[src/hdl/blm_pkg.sv]
package blm_pkg;

    localparam int SAMPLE_BITS = 12;
    localparam int RING_DEPTH  = 10;
    localparam int DROPPED_LOW = 3;
    localparam int DECIMATION  = 5;
    localparam int KEEP_COUNT  = RING_DEPTH - DROPPED_LOW;

    localparam int RING_IDX_W = (RING_DEPTH > 1) ? $clog2(RING_DEPTH) : 1;
    localparam int PHASE_W    = (DECIMATION > 1) ? $clog2(DECIMATION) : 1;
    localparam int SUM_W      = $clog2((2 ** SAMPLE_BITS - 1) * RING_DEPTH + 1);

    // truncated mean of the kept values as (sum * MEAN_RECIP) >> MEAN_SHIFT;
    // the rounding error stays below one for every kept sum
    localparam int KEEP_SUM_W = $clog2((2 ** SAMPLE_BITS - 1) * KEEP_COUNT + 1);
    localparam int MEAN_SHIFT = KEEP_SUM_W + $clog2(KEEP_COUNT);
    localparam int RECIP_W    = KEEP_SUM_W + 1;
    localparam int PROD_W     = MEAN_SHIFT + SAMPLE_BITS;
    localparam logic [RECIP_W-1:0] MEAN_RECIP =
        RECIP_W'((2 ** MEAN_SHIFT + KEEP_COUNT - 1) / KEEP_COUNT);

    localparam int LEVEL_W    = 3;
    localparam int CNT_W      = 5;
    localparam int CFG_DATA_W = 12;
    localparam int CFG_IDX_W  = 3;

    localparam logic [LEVEL_W-1:0] LEVEL_MAX     = 3'd4;
    localparam logic [CNT_W-1:0]   LOW_CNT_RESET = 5'd5;

    localparam logic [SAMPLE_BITS-1:0] THR_ONE_RESET   = 12'd2500;
    localparam logic [SAMPLE_BITS-1:0] THR_TWO_RESET   = 12'd2650;
    localparam logic [SAMPLE_BITS-1:0] THR_THREE_RESET = 12'd2800;
    localparam logic [SAMPLE_BITS-1:0] THR_FOUR_RESET  = 12'd3030;
    localparam logic [SAMPLE_BITS-1:0] JITTER_RESET    = 12'd5;
    localparam logic [CNT_W-1:0]       ALARM_RELOAD_RESET = 5'd20;
    localparam logic [CNT_W-1:0]       RECOVERY_RESET     = 5'd10;

    typedef enum logic [CFG_IDX_W-1:0] {
        REG_THRESHOLD_ONE   = 3'd0,
        REG_THRESHOLD_TWO   = 3'd1,
        REG_THRESHOLD_THREE = 3'd2,
        REG_THRESHOLD_FOUR  = 3'd3,
        REG_JITTER_LIMIT    = 3'd4,
        REG_ALARM_RELOAD    = 3'd5,
        REG_RECOVERY_COUNT  = 3'd6
    } blm_reg_idx_t;

    // controller -> datapath
    typedef struct packed {
        logic                  accept;
        logic                  scan_en;
        logic [RING_IDX_W-1:0] scan_idx;
        logic                  div_load;
        logic                  div_step;
        logic                  finish;
    } blm_cmd_t;

    // datapath -> controller
    typedef struct packed {
        logic eval_due;
    } blm_status_t;

endpackage

[src/hdl/battery_level_monitor.sv]
// Battery level monitor. Each transfer on the input stream carries one 12-bit
// ADC sample and the charger flag; each one yields exactly one transfer on the
// output stream. Samples go into a 10-entry ring (cleared at reset). Every
// fifth sample starts an evaluation: the controller scans the ring one entry
// per cycle, summing it and tracking the three smallest values, then the sum
// of the seven kept values is formed and a reciprocal multiplication gives
// their truncated mean. If the mean moves from the held value by more than
// the jitter limit, the held value and the level (0..4, from four thresholds
// checked in order) are replaced; the low power countdown then steps. A
// sample that does not start an evaluation is answered on the cycle after its
// transfer. An evaluating sample is answered after the ring scan, the kept
// sum, the multiply and the level and countdown update, in that order, and
// the input is held off for the whole evaluation. A new sample is taken
// once the block is idle and the output register is empty or being emptied.
// Configuration writes are always ready and must be issued while the block
// is idle; indexes 0..6 map to threshold_one..four, jitter_limit,
// alarm_reload and recovery_count, index 7 is ignored.
module battery_level_monitor
    import blm_pkg::*;
(
    input  logic                  clk,
    input  logic                  rst_n,
    // input stream
    input  logic                  s_tvalid,
    output logic                  s_tready,
    input  logic [15:0]           s_tdata,   // [11:0] sample, [15:12] zero
    input  logic [0:0]            s_tuser,   // [0] charging
    // output stream
    output logic                  m_tvalid,
    input  logic                  m_tready,
    output logic [23:0]           m_tdata,   // [2:0] level, [3] filter_done,
                                             // [15:4] filtered_mean,
                                             // [16] level_updated,
                                             // [17] low_power_alarm, [23:18] zero
    // configuration write channel
    input  logic                  cfg_valid,
    output logic                  cfg_ready,
    input  logic [CFG_IDX_W-1:0]  cfg_index,
    input  logic [CFG_DATA_W-1:0] cfg_data
);

    blm_cmd_t               cmd;
    blm_status_t            status;
    logic [LEVEL_W-1:0]     level;
    logic                   filter_done;
    logic [SAMPLE_BITS-1:0] filtered_mean;
    logic                   level_updated;
    logic                   low_power_alarm;

    // registers are plain flops, a write always completes
    assign cfg_ready = 1'b1;

    blm_ctrl u_ctrl (
        .clk       (clk),
        .rst_n     (rst_n),
        .in_valid  (s_tvalid),
        .in_ready  (s_tready),
        .out_valid (m_tvalid),
        .out_ready (m_tready),
        .status    (status),
        .cmd       (cmd)
    );

    blm_datapath u_datapath (
        .clk             (clk),
        .rst_n           (rst_n),
        .cmd             (cmd),
        .status          (status),
        .sample          (s_tdata[SAMPLE_BITS-1:0]),
        .charging        (s_tuser[0]),
        .cfg_write       (cfg_valid && cfg_ready),
        .cfg_index       (cfg_index),
        .cfg_data        (cfg_data),
        .level           (level),
        .filter_done     (filter_done),
        .filtered_mean   (filtered_mean),
        .level_updated   (level_updated),
        .low_power_alarm (low_power_alarm)
    );

    assign m_tdata = {6'd0, low_power_alarm, level_updated, filtered_mean,
                      filter_done, level};

endmodule

[src/hdl/blm_ctrl.sv]
module blm_ctrl
    import blm_pkg::*;
(
    input  logic        clk,
    input  logic        rst_n,
    input  logic        in_valid,
    output logic        in_ready,
    output logic        out_valid,
    input  logic        out_ready,
    input  blm_status_t status,
    output blm_cmd_t    cmd
);

    typedef enum logic [2:0] {
        ST_IDLE,
        ST_SCAN,
        ST_PREP,
        ST_DIVIDE,
        ST_FINISH
    } state_t;

    state_t                state_reg;
    logic [RING_IDX_W-1:0] scan_idx_reg;
    logic                  out_valid_reg;
    logic                  out_valid_next;
    logic                  accept;

    assign in_ready = (state_reg == ST_IDLE) && (!out_valid_reg || out_ready);
    assign accept   = in_valid && in_ready;
    assign out_valid = out_valid_reg;

    always_comb
    begin
        cmd          = '0;
        cmd.accept   = accept;
        cmd.scan_en  = (state_reg == ST_SCAN);
        cmd.scan_idx = scan_idx_reg;
        cmd.div_load = (state_reg == ST_PREP);
        cmd.div_step = (state_reg == ST_DIVIDE);
        cmd.finish   = (state_reg == ST_FINISH);
    end

    // result register: emptied by a transfer, filled by a plain sample or a finish
    always_comb
    begin
        out_valid_next = out_valid_reg && !out_ready;
        if ((accept && !status.eval_due) || state_reg == ST_FINISH)
            out_valid_next = 1'b1;
    end

    always_ff @(posedge clk or negedge rst_n)
    begin
        if (!rst_n)
        begin
            state_reg     <= ST_IDLE;
            scan_idx_reg  <= '0;
            out_valid_reg <= 1'b0;
        end
        else
        begin
            out_valid_reg <= out_valid_next;
            case (state_reg)
                ST_IDLE:
                begin
                    if (accept && status.eval_due)
                    begin
                        state_reg    <= ST_SCAN;
                        scan_idx_reg <= '0;
                    end
                end
                ST_SCAN:
                begin
                    if (scan_idx_reg == RING_IDX_W'(RING_DEPTH - 1))
                        state_reg <= ST_PREP;
                    else
                        scan_idx_reg <= scan_idx_reg + 1'b1;
                end
                ST_PREP:
                begin
                    state_reg <= ST_DIVIDE;
                end
                ST_DIVIDE:
                begin
                    state_reg <= ST_FINISH;
                end
                ST_FINISH:
                begin
                    state_reg <= ST_IDLE;
                end
                default:
                begin
                    state_reg <= ST_IDLE;
                end
            endcase
        end
    end

    // an evaluation must never overwrite a result still waiting downstream
    a_finish_out_free: assert property (@(posedge clk) disable iff (!rst_n)
        state_reg == ST_FINISH |-> !out_valid_reg)
        else $error("evaluation finished while output register occupied");

    a_finish_delivers: assert property (@(posedge clk) disable iff (!rst_n)
        state_reg == ST_FINISH |=> out_valid_reg)
        else $error("evaluation result not presented");

    a_eval_starts_scan: assert property (@(posedge clk) disable iff (!rst_n)
        accept && status.eval_due |=> state_reg == ST_SCAN && scan_idx_reg == '0)
        else $error("evaluation transfer did not start a ring scan");

    a_scan_len: assert property (@(posedge clk) disable iff (!rst_n)
        state_reg == ST_SCAN && scan_idx_reg == RING_IDX_W'(RING_DEPTH - 1)
        |=> state_reg == ST_PREP)
        else $error("ring scan did not end after last entry");

endmodule

[src/hdl/blm_datapath.sv]
module blm_datapath
    import blm_pkg::*;
(
    input  logic                   clk,
    input  logic                   rst_n,
    input  blm_cmd_t               cmd,
    output blm_status_t            status,
    input  logic [SAMPLE_BITS-1:0] sample,
    input  logic                   charging,
    input  logic                   cfg_write,
    input  logic [CFG_IDX_W-1:0]   cfg_index,
    input  logic [CFG_DATA_W-1:0]  cfg_data,
    output logic [LEVEL_W-1:0]     level,
    output logic                   filter_done,
    output logic [SAMPLE_BITS-1:0] filtered_mean,
    output logic                   level_updated,
    output logic                   low_power_alarm
);

    // configuration
    logic [SAMPLE_BITS-1:0] thr_one_reg, thr_two_reg, thr_three_reg, thr_four_reg;
    logic [SAMPLE_BITS-1:0] jitter_reg;
    logic [CNT_W-1:0]       alarm_reload_reg, recovery_reg;

    // filter state
    logic [SAMPLE_BITS-1:0] ring_reg [RING_DEPTH];
    logic [RING_IDX_W-1:0]  ring_pos_reg;
    logic [PHASE_W-1:0]     phase_reg;
    logic [SAMPLE_BITS-1:0] held_reg;
    logic [LEVEL_W-1:0]     level_reg;
    logic [CNT_W-1:0]       low_cnt_reg;
    logic                   charging_reg;

    // evaluation working registers
    logic [SUM_W-1:0]       sum_reg;
    logic [SAMPLE_BITS-1:0] low_reg [DROPPED_LOW];
    logic [SAMPLE_BITS-1:0] low_next [DROPPED_LOW];
    logic [KEEP_SUM_W-1:0]  keep_sum_reg;
    logic [SAMPLE_BITS-1:0] mean_reg;

    // output register
    logic [LEVEL_W-1:0]     out_level_reg;
    logic                   out_done_reg;
    logic [SAMPLE_BITS-1:0] out_mean_reg;
    logic                   out_upd_reg;
    logic                   out_alarm_reg;

    logic [SAMPLE_BITS-1:0] scan_val;
    logic [SUM_W-1:0]       low_sum;
    logic [PROD_W-1:0]      mean_prod;
    logic [SAMPLE_BITS-1:0] mean;
    logic [SAMPLE_BITS-1:0] diff;
    logic                   upd;
    logic [LEVEL_W-1:0]     lvl_class;
    logic [LEVEL_W-1:0]     lvl_next;
    logic [CNT_W-1:0]       low_cnt_next;
    logic                   alarm;

    assign status.eval_due = (phase_reg == PHASE_W'(DECIMATION - 1));
    assign scan_val = ring_reg[cmd.scan_idx];

    // keep the DROPPED_LOW smallest values seen, ascending
    always_comb
    begin
        for (int k = 0; k < DROPPED_LOW; k++)
        begin
            if (scan_val < low_reg[k])
            begin
                if (k == 0)
                    low_next[k] = scan_val;
                else if (scan_val < low_reg[k-1])
                    low_next[k] = low_reg[k-1];
                else
                    low_next[k] = scan_val;
            end
            else
            begin
                low_next[k] = low_reg[k];
            end
        end
    end

    always_comb
    begin
        low_sum = '0;
        for (int k = 0; k < DROPPED_LOW; k++)
            low_sum = low_sum + SUM_W'(low_reg[k]);
    end

    // divide by the keep count through a reciprocal multiply
    assign mean_prod = PROD_W'(keep_sum_reg) * PROD_W'(MEAN_RECIP);

    assign mean = mean_reg;
    assign diff = (mean > held_reg) ? (mean - held_reg) : (held_reg - mean);
    assign upd  = (diff > jitter_reg);

    // level counts thresholds passed in order, stopping at the first miss
    always_comb
    begin
        lvl_class = '0;
        if (mean > thr_one_reg)
        begin
            lvl_class = 3'd1;
            if (mean > thr_two_reg)
            begin
                lvl_class = 3'd2;
                if (mean > thr_three_reg)
                begin
                    lvl_class = 3'd3;
                    if (mean > thr_four_reg)
                        lvl_class = LEVEL_MAX;
                end
            end
        end
    end

    always_comb
    begin
        lvl_next     = upd ? lvl_class : level_reg;
        alarm        = 1'b0;
        low_cnt_next = recovery_reg;
        if (lvl_next == '0 && !charging_reg)
        begin
            if (low_cnt_reg != '0)
            begin
                low_cnt_next = low_cnt_reg - 1'b1;
            end
            else
            begin
                alarm        = 1'b1;
                low_cnt_next = alarm_reload_reg;
            end
        end
    end

    always_ff @(posedge clk or negedge rst_n)
    begin
        if (!rst_n)
        begin
            thr_one_reg      <= THR_ONE_RESET;
            thr_two_reg      <= THR_TWO_RESET;
            thr_three_reg    <= THR_THREE_RESET;
            thr_four_reg     <= THR_FOUR_RESET;
            jitter_reg       <= JITTER_RESET;
            alarm_reload_reg <= ALARM_RELOAD_RESET;
            recovery_reg     <= RECOVERY_RESET;
            for (int i = 0; i < RING_DEPTH; i++)
                ring_reg[i] <= '0;
            ring_pos_reg <= '0;
            phase_reg    <= '0;
            held_reg     <= '0;
            level_reg    <= '0;
            low_cnt_reg  <= LOW_CNT_RESET;
            charging_reg <= 1'b0;
        end
        else
        begin
            if (cfg_write)
            begin
                case (cfg_index)
                    REG_THRESHOLD_ONE:   thr_one_reg   <= cfg_data[SAMPLE_BITS-1:0];
                    REG_THRESHOLD_TWO:   thr_two_reg   <= cfg_data[SAMPLE_BITS-1:0];
                    REG_THRESHOLD_THREE: thr_three_reg <= cfg_data[SAMPLE_BITS-1:0];
                    REG_THRESHOLD_FOUR:  thr_four_reg  <= cfg_data[SAMPLE_BITS-1:0];
                    REG_JITTER_LIMIT:    jitter_reg    <= cfg_data[SAMPLE_BITS-1:0];
                    REG_ALARM_RELOAD:    alarm_reload_reg <= cfg_data[CNT_W-1:0];
                    REG_RECOVERY_COUNT:  recovery_reg     <= cfg_data[CNT_W-1:0];
                    default:             ;
                endcase
            end
            if (cmd.accept)
            begin
                ring_reg[ring_pos_reg] <= sample;
                ring_pos_reg <= (ring_pos_reg == RING_IDX_W'(RING_DEPTH - 1)) ?
                                '0 : ring_pos_reg + 1'b1;
                phase_reg    <= status.eval_due ? '0 : phase_reg + 1'b1;
                charging_reg <= charging;
            end
            if (cmd.finish)
            begin
                if (upd)
                    held_reg <= mean;
                level_reg   <= lvl_next;
                low_cnt_reg <= low_cnt_next;
            end
        end
    end

    always_ff @(posedge clk)
    begin
        if (cmd.accept && status.eval_due)
        begin
            sum_reg <= '0;
            for (int k = 0; k < DROPPED_LOW; k++)
                low_reg[k] <= '1;
        end
        else if (cmd.scan_en)
        begin
            sum_reg <= sum_reg + SUM_W'(scan_val);
            for (int k = 0; k < DROPPED_LOW; k++)
                low_reg[k] <= low_next[k];
        end

        if (cmd.div_load)
            keep_sum_reg <= KEEP_SUM_W'(sum_reg - low_sum);

        if (cmd.div_step)
            mean_reg <= mean_prod[PROD_W-1:MEAN_SHIFT];

        if (cmd.accept && !status.eval_due)
        begin
            out_level_reg <= level_reg;
            out_done_reg  <= 1'b0;
            out_mean_reg  <= '0;
            out_upd_reg   <= 1'b0;
            out_alarm_reg <= 1'b0;
        end
        else if (cmd.finish)
        begin
            out_level_reg <= lvl_next;
            out_done_reg  <= 1'b1;
            out_mean_reg  <= mean;
            out_upd_reg   <= upd;
            out_alarm_reg <= alarm;
        end
    end

    assign level           = out_level_reg;
    assign filter_done     = out_done_reg;
    assign filtered_mean   = out_mean_reg;
    assign level_updated   = out_upd_reg;
    assign low_power_alarm = out_alarm_reg;

endmodule

[config.mk]
export PLATFORM = sky130hd
export DESIGN_NAME = battery_level_monitor
export DESIGN_NICKNAME = d
export VERILOG_FILES = /design/src/hdl/blm_pkg.sv /design/src/hdl/battery_level_monitor.sv /design/src/hdl/blm_ctrl.sv /design/src/hdl/blm_datapath.sv
export SDC_FILE = /design/constraint.sdc
export NUM_CORES = 1
export LEC_CHECK = 0
export BUFFER_PORTS_ARGS = -buffer_cell sky130_fd_sc_hd__buf_2
export CELL_PAD_IN_SITES_DETAIL_PLACEMENT = 0
export CELL_PAD_IN_SITES_GLOBAL_PLACEMENT = 2
export CORE_MARGIN = 1.5
export CORE_UTILIZATION = 43
export CTS_CLUSTER_DIAMETER = 200
export DETAILED_ROUTE_END_ITERATION = 12
export PLACE_DENSITY_LB_ADDON = 0.1
export SLEW_MARGIN = 0
export SYNTH_ARGS = -nofsm -noshare
export SYNTH_HDL_FRONTEND = slang
export SYNTH_SLANG_ARGS = --single-unit
[constraint.sdc]
create_clock -name clk -period 6 [get_ports clk]
set_input_delay 0.6 -clock clk [delete_from_list [all_inputs] [get_ports clk]]
set_output_delay 0.6 -clock clk [all_outputs]
set_load 0.01 [all_outputs]
After elaboration in Yosys (flattened, before gate mapping)
Memory sizes are Yosys's and may differ from the RTL's.
Cells that the tools add are included.
Word-level totals
  logic and storage cells: 148
  bits in registers: 287
  bits of input ports: 37
  RAM bits: 36
  output and inout port bits: 27
  memories: 1
Operators by class
  bitwise logic cells: 5
  mux-type cells: 40
  order comparisons: 12
  $add $sub $neg: 10
  equality and inequality tests: 16
  reduce and logical (&&, ||, !) cells: 29
  $mul: 1
Memory list
  u_datapath.low_reg: words 3, width 12, read ports 3, clocked after Yosys merged registers in 0, wr ports 3, line blm_datapath.sv:36  | logic [SAMPLE_BITS-1:0] low_reg [DROPPED_LOW];
Operator list (count)
  12-bit 2-to-1 mux: 12
  120-bit bitwise mux: 1
  12-bit greater-than comparator: 6
  12-bit binary-select mux with 4-bit select: 1
  12-bit demux with 4-bit select: 1
  12-bit less-than comparator: 3
  3-bit 2-to-1 mux: 10
  15-bit by 15-bit multiplier with 29-bit output, second input constant: 1
  12-bit subtractor: 2
  2-bit AND reduction: 9
  16-bit by 12-bit adder with 16-bit output: 1
  15-bit by 12-bit adder with 15-bit output: 1
  3-bit == test, second input constant: 5
  15-bit subtractor: 1
  12-bit by 12-bit adder with 13-bit output: 1
  3-bit by 2-bit == test with 1-bit output, second input constant: 4
  4-bit 2-to-1 mux: 3
  3-bit one-hot mux with 4 select lines: 1
  5-bit >= comparator, second input constant: 2
  5-bit 2-to-1 mux: 2
  4-bit inverter with 5-bit output: 2
  3-bit zero test: 3
  4-bit by 1-bit adder with 4-bit output, second input constant: 2
  4-bit == test, second input constant: 2
  15 further kinds: 37

Longest topological paths before layout
Gate-level depths: netlist of the first run.
  word-level depth: 9
  mapped depth: 24

Hierarchy
A second synthesis of the first run with hierarchy kept.
Unflattened totals
  cells, all modules: 1945
  area total of the unflattened synthesis: 21181.6 µm²
By module, submodules not included
  blm_datapath: cells each 1885, times used 1, area an instance 20607.3 µm², sequential area each 8079.0 µm²
  blm_ctrl: cells each 48, times used 1, area an instance 491.7 µm², sequential area each 200.2 µm²
  battery_level_monitor: cells each 12, times used 1, area an instance 82.6 µm², sequential area each 0.0 µm²

Worst setup path before layout of the first run
OpenSTA, ideal clock, no wires.
  kind: register to register
  start point: reg u_datapath.keep_sum_reg[11]
  end point: reg u_datapath.mean_reg[11], in the netlist u_datapath.mean[11], data pin
  data arrival time: 4.711 ns
  required time: 5.740 ns
  path slack: 1.029 ns
  stages on the path, launching flop included: 18
  period minus slack after synthesis: 4.971 ns
  cell sequence: edfxtp_1 > ha_1 > ha_1 > ha_1 > fa_1 > fa_1 > inv_1 > fa_1 > inv_1 > ha_1 > and3_1 > a221oi_1 > o31ai_1 > a41oi_1 > a311o_1 > nand3b_1 > a21oi_1 > xnor2_1
Between the ends
  word-level cells in the longest chain between the ends: 1
Ends and longest elaborated chain
  start: declaration: line blm_datapath.sv:38  | logic [KEEP_SUM_W-1:0] keep_sum_reg;
  start signal: assignment: line blm_datapath.sv:205  | keep_sum_reg <= KEEP_SUM_W'(sum_reg - low_sum);
  15-bit by 15-bit multiplier with 29-bit output: line blm_datapath.sv:91  | assign mean_prod = PROD_W'(keep_sum_reg) * PROD_W'(MEAN_RECIP);
  named net u_datapath.mean_prod[29]: line blm_datapath.sv:50  | logic [PROD_W-1:0] mean_prod;
  end signal: assignment: line blm_datapath.sv:208  | mean_reg <= mean_prod[PROD_W-1:MEAN_SHIFT];
  end: declaration: line blm_datapath.sv:39  | logic [SAMPLE_BITS-1:0] mean_reg;
The timed path passes the listed nets, and every way through them passes these cells.
A chain may end at the register's enable or synchronous reset.

Worst setup path in the final report of the first run
  start point: reg u_datapath.keep_sum_reg[10]
  end point: reg u_datapath.mean_reg[11], in the netlist u_datapath.mean[11], data pin
The elaborated chain is that of the path after synthesis.

==> results.py, run 1 <==
metrics = {
    "finish": {
        "n_antenna_cell": 0,
        "final_area_um2": 23900,
        "n_fill_cell": 4625,
        "syn_to_final_growth_pct": 11.4,
        "nets": 2458,
        "drive_above_1_share_pct": 18.8,
        "largest_reg_flops": 120,
    },
    "sta": {
        "setup_ws_ps": 492,
        "post-route-period-util_pct": 91.8,
        "final_max_slew_viol_count": 0,
        "max_freq_mhz": 182,
        "tightest_slew_ps": 1140,
        "slew_headroom_pct": 24.0,
        "finalHoldViolations": 0,
        "setup_viol_count_final": 0,
        "fin_worst_skew_ps": 25.2,
        "rsz0062_at_grt": "false",
        "tns_ps": 0,
        "min_period_ps": 5510,
    },
    "placed_design": {
        "dpl_cell_area_um2": 22600,
        "dp_hpwl_um": 37000,
        "gp_congestion": 0.793,
        "port_buffers": 52,
        "preCtsSetupSlack_ps": 434,
    },
    "grt": {
        "grt_pass1_vias": 15200,
        "grt_overflow": 0,
        "grt_max_degree": 123,
        "grt_antenna_before_repair": 4,
        "grt_use_total_pct": 20.5,
        "grt_pass1_wl_um": 81600,
    },
    "routing": {
        "wl_met2_um": 23700,
        "wl_um": 50300,
        "wl_met3_um": 1510,
        "final_antenna_net_count": 0,
        "vias_per_cell": 5.27,
        "wl_per_cell_um": 18.0,
        "highest_layer": "met5",
        "drc": 0,
        "vias": 14700,
        "wl_met1_um": 24100,
        "dr.pass1.iters": 4,
        "drt_iter0_drc": 608,
    },
    "synth": {
        "yosysWarnings": 0,
        "ys_seq_area_share_pct": 38.5,
        "synth_cells": 2034,
        "avgSynthCellArea_um2": 10.6,
        "syn_area_um2": 21500,
        "synth_flop_cell": "dfrtp_1",
        "ys_types": 82,
        "synthArstFlopShare_pct": 70.2,
        "ys_ff_latch": 322,
        "synth_edf_count": 66,
    },
    "setup_path": {
        "cp_data_required_time_ps": 6290,
        "cp_max_fo": 5,
        "cp-startpoint": "u_datapath.keep_sum_reg[10]$_DFFE_PP_",
        "crit_path_cell_trace": "ha_1 -> ha_1 -> ha_1 -> inv_1 -> fa_1 -> inv_1 -> fa_1 -> fa_1 -> ha_1 -> a21o_1 -> a221oi_1 -> o31ai_1 -> a41oi_1 -> a311o_1 -> nand3b_1 -> a21oi_1 -> xnor2_1",
        "timing.critical_path.to_type": "register",
        "r2r_start": "u_datapath.keep_sum_reg[10]$_DFFE_PP_",
        "cpPeakStageDelay_ps": 590,
        "cp_common_cell": "ha_1",
        "r2r_slack_ps": 490,
        "r2r-end": "u_datapath.mean[11]$_DFFE_PP_",
        "critPathKind": "reg2reg",
        "cp.arrival_ps": 5800,
        "worst-r2r-cell-count": 17,
        "cp-start-kind": "register",
        "cp_slowest_cell": "a41oi_1",
    },
    "die": {
        "die_h_um": 227,
        "num_rows": 81,
        "dieArea_um2": 51300,
        "ios": 64,
        "start_util_pct": 43.7,
        "core_area_um2": 49200,
        "die_x_um": 227,
    },
    "clocking": {
        "cts-resized-gates": 0,
        "cts_hold_buf": 0,
        "cts_buffers": 39,
        "cts_sinks": 322,
        "cts_setup_buffers": 0,
        "cts_htree_levels": 2,
        "clk_pin_slew_ps": 60,
        "clk_latency_ps": 560,
        "cts-root-buf": "clkbuf_16",
        "clockBufferDepth": 3,
        "cts_tree": "built",
    },
    "status": {
        "status": "completed",
    },
    "job": {
        "max-cap-violations": 0,
    },
    "hold_path": {
        "hold_class": "in2async",
    },
}
-- cell usage in the layout (no fill, tap or decap), drive strengths merged, types with 23 or more instances in the layout --
| cell | instances |
|---|---|
| edfxtp | 66 |
| ha | 273 |
| nor2 | 51 |
| nand2 | 177 |
| o21ai | 113 |
| a21oi | 88 |
| a21o | 40 |
| dfrtp | 193 |
| dfxtp | 30 |
| mux2i | 52 |
| nand3 | 34 |
| mux4 | 24 |
| buf | 99 |
| fa | 50 |
| inv | 261 |
| mux2 | 150 |
| nor2b | 23 |
| xnor2 | 36 |
| nor3 | 28 |
| clkbuf | 56 |
| dfstp | 33 |
-- through the flow --
| stage | hold WS (ps) | instances | util [%] |
|---|---|---|---|
| 6_report | 38.5 | 2792 | 48.7 |
| 5_1_grt | 109 | 2792 | 48.7 |
| 4_1_cts | 99.5 | 2792 | 48.7 |
| 3_5_place_dp | 446 | 2721 | 46.1 |
| 3_3_place_gp | 442 | 2721 | 46.1 |
| 2_1_floorplan | 304 | 2039 | - |
-- cells by family (layout without fill, tap and decap cells) --
kind of cell,Yosys count,count (layout),synth area share (%)
AND/OR/NAND/NOR,416,416,9.41
flip-flops,322,322,38.5
other,2,7,0.0350
AO/OA/AOI/OAI,350,350,10.2
XOR/XNOR,54,54,2.20
adder cells (fa/ha/maj),323,323,20.6
multiplexers,226,226,12.8
buffers and inverters,341,430,6.28
-- final cells by class --
class | instances | area [um^2] | share of cell area [%]
inverter | 260 | 976 | 4.08
clock inverter | 15 | 149 | 0.622
clock buffer | 56 | 1150 | 4.81
timing repair buffer | 99 | 636 | 2.65
tap | 664 | 831 | 3.47
sequential | 322 | 8280 | 34.6
multi-input combinational | 1376 | 11900 | 49.8
-- cell usage after synthesis (all sizes together), types with 28 or more instances --
cell | instances | area (um^2)
inv | 260 | 976
xnor2 | 36 | 315
buf | 45 | 239
nor3 | 28 | 140
a21o | 40 | 300
mux2 | 150 | 1690
fa | 50 | 1000
mux2i | 52 | 521
dfstp | 33 | 867
ha | 273 | 3420
clkbuf | 36 | 135
edfxtp | 66 | 1980
a21oi | 88 | 444
dfrtp | 193 | 4830
dfxtp | 30 | 601
o21ai | 113 | 569
nand3 | 34 | 170
nand2 | 177 | 664
nor2 | 51 | 194
-- worst max-delay path by stage --
stage / to / slack [ps] / cells past startpoint
after detailed placement: u_datapath.mean[11]$_DFFE_PP_ / 430 / 17
after CTS: u_datapath.mean[11]$_DFFE_PP_ / 410 / 17
after global placement: u_datapath.mean[11]$_DFFE_PP_ / 450 / 17
after floorplan: u_datapath.mean[11]$_DFFE_PP_ / 1030 / 17
final: u_datapath.mean[11]$_DFFE_PP_ / 490 / 17
after global routing: u_datapath.low_cnt_reg[0]$_DFFE_PN1N_ / 70 / 21
-- layer usage --
metal	GRT usage, %	vias to the layer above
li1	-	7201
met4	5.16	6
met3	2.58	69
met1	27.9	7245
met2	34.5	182
met5	0	-
-- critical path, delay by kind of cell, from the launching register on --
kind            cells  cell delay (ps)
fa+ha+maj           7             2680
simple gates        1              120
xor+xnor            1               90
buf+inv             2              100
compound gates      6             1730
flops               1              520
Power of run 1 is left out: the tool's default activity adds up to more than one toggle a clock period on the data nets, which glitch-free logic cannot reach.
==> run 2: changes to the inputs <==
--- a/config.mk
+++ b/config.mk
@@ -12,7 +12,7 @@
 export CORE_UTILIZATION = 43
 export CTS_CLUSTER_DIAMETER = 200
 export DETAILED_ROUTE_END_ITERATION = 12
-export PLACE_DENSITY_LB_ADDON = 0.1
+export PLACE_DENSITY = 0.86
 export SLEW_MARGIN = 0
 export SYNTH_ARGS = -nofsm -noshare
 export SYNTH_HDL_FRONTEND = slang
==> results.py, run 2 (same netlist as run 1, synthesis figures left out) <==
metrics = {
    "status": {
        "status": "completed",
    },
    "setup_path": {
        "r2r-end": "u_datapath.mean[11]$_DFFE_PP_",
        "worst-r2r-cell-count": 17,
        "cpPeakStageDelay_ps": 580,
        "cp_slowest_cell": "a41oi_1",
        "cp-start-kind": "register",
        "cp_common_cell": "ha_1",
        "r2r_start": "u_datapath.keep_sum_reg[10]$_DFFE_PP_",
        "critPathKind": "reg2reg",
        "r2r_slack_ps": 540,
        "cp.arrival_ps": 5750,
        "crit_path_cell_trace": "ha_1 -> ha_1 -> ha_1 -> inv_1 -> fa_1 -> inv_1 -> fa_1 -> fa_1 -> ha_1 -> a21o_1 -> a221oi_1 -> o31ai_1 -> a41oi_1 -> a311o_1 -> nand3b_1 -> a21oi_1 -> xnor2_1",
        "cp_data_required_time_ps": 6300,
        "cp_max_fo": 5,
        "cp-startpoint": "u_datapath.keep_sum_reg[10]$_DFFE_PP_",
        "timing.critical_path.to_type": "register",
    },
    "finish": {
        "final_common_cell": "ha_1",
        "nets": 2455,
        "layout_common_cells": "ha_1, inv_1, dfrtp_1",
        "drive_above_1_share_pct": 18.5,
        "final_area_um2": 23900,
        "n_fill_cell": 4539,
        "largest_reg_flops": 120,
        "syn_to_final_growth_pct": 11.4,
    },
    "sta": {
        "min_period_ps": 5460,
        "setup_viol_count_final": 0,
        "final_max_slew_viol_count": 0,
        "setup_ws_ps": 544,
        "rsz0062_at_grt": "false",
        "fin_worst_skew_ps": 40.6,
        "tns_ps": 0,
        "max_freq_mhz": 183,
        "tightest_slew_ps": 1190,
        "finalHoldViolations": 0,
        "slew_headroom_pct": 18.5,
        "post-route-period-util_pct": 90.9,
    },
    "job": {
        "max-cap-violations": 0,
    },
    "clocking": {
        "clockBufferDepth": 3,
        "cts-resized-gates": 0,
        "clk_latency_ps": 580,
        "cts_sinks": 322,
        "cts-root-buf": "clkbuf_16",
        "cts_tree": "built",
        "cts_hold_buf": 0,
        "cts_buffers": 40,
        "cts_htree_levels": 2,
        "cts_setup_buffers": 0,
        "clk_pin_slew_ps": 60,
    },
    "grt": {
        "grt_max_degree": 118,
        "grt_use_total_pct": 19.3,
        "grt_pass1_wl_um": 77800,
        "grt_pass1_vias": 15100,
        "grt_overflow": 0,
        "grt_antenna_before_repair": 2,
    },
    "routing": {
        "wl_per_cell_um": 17.1,
        "vias": 14600,
        "wl_um": 47800,
        "dr.pass1.iters": 4,
        "vias_per_cell": 5.25,
        "drc": 0,
        "drt_iter0_drc": 667,
        "final_antenna_net_count": 0,
    },
    "die": {
        "die_h_um": 227,
        "core_area_um2": 49200,
        "start_util_pct": 43.7,
        "num_rows": 81,
        "die_x_um": 227,
        "ios": 64,
        "dieArea_um2": 51300,
    },
    "placed_design": {
        "dp_hpwl_um": 35000,
        "dpl_cell_area_um2": 22600,
        "gp_congestion": 0.840,
        "preCtsSetupSlack_ps": 481,
        "port_buffers": 52,
    },
    "hold_path": {
        "hold_class": "in2async",
    },
}
[run 2: cell types whose count changed in the layout (fill, tap and decap cells not counted), moves of 2 or more]
cell / before / now
clkbuf_8: 9 / 7
buf_4: 46 / 41
clkbuf_1: 7 / 12
clkinv_4: 2 / 0
[run 2: area by class of cell]
| cell class | count | area (um^2) | area share, % |
|---|---|---|---|
| Antenna cell | 1 | 2.50 | 0.0105 |
| Clock buffer | 60 | 1170 | 4.88 |
| Clock inverter | 13 | 151 | 0.632 |
| Inverter | 260 | 976 | 4.08 |
| Multi-Input combinational cell | 1376 | 11900 | 49.8 |
| Sequential cell | 322 | 8280 | 34.6 |
| Tap cell | 664 | 831 | 3.47 |
| Timing Repair Buffer | 95 | 618 | 2.58 |
[run 2: worst max-delay path by stage]
stage                                    endpoint  slack [ps]  depth (start not counted)
finish              u_datapath.mean[11]$_DFFE_PP_         540                         17
global route        u_datapath.mean[11]$_DFFE_PP_         160                         17
CTS                 u_datapath.mean[11]$_DFFE_PP_         440                         17
detailed placement  u_datapath.mean[11]$_DFFE_PP_         480                         17
global placement    u_datapath.mean[11]$_DFFE_PP_         510                         17
floorplan           u_datapath.mean[11]$_DFFE_PP_        1030                         17
[run 2: worst max-delay path, delay by kind of cell, from the launching register on]
kind                     cells  cell delay (ps)
adder cells (fa/ha/maj)      7             2710
AO/OA/AOI/OAI                6             1710
AND/OR/NAND/NOR              1              120
flip-flops                   1              500
buffers and inverters        2              110
XOR/XNOR                     1               70
[run 2: per-layer routing]
layer  vias up  global-route usage [%]  part of all wire [%]
li1       7201                       -                     -
met1      7197                    24.9                    46
met2       180                    33.2                    48
met3        63                    2.93                   3.4
met4         2                    6.39                   2.4
met5         -                       0                 0.027
[run 2: metrics by stage]
stage | hold slack [ps] | instances | utilization [%]
CTS | 136 | 2790 | 48.7
floorplan | 304 | 2039 | -
global route | 160 | 2790 | 48.7
detailed placement | 445 | 2717 | 46.0
global placement | 440 | 2717 | 46.0
finish | 87.3 | 2791 | 48.7
Power of run 2 is left out for the same reason.
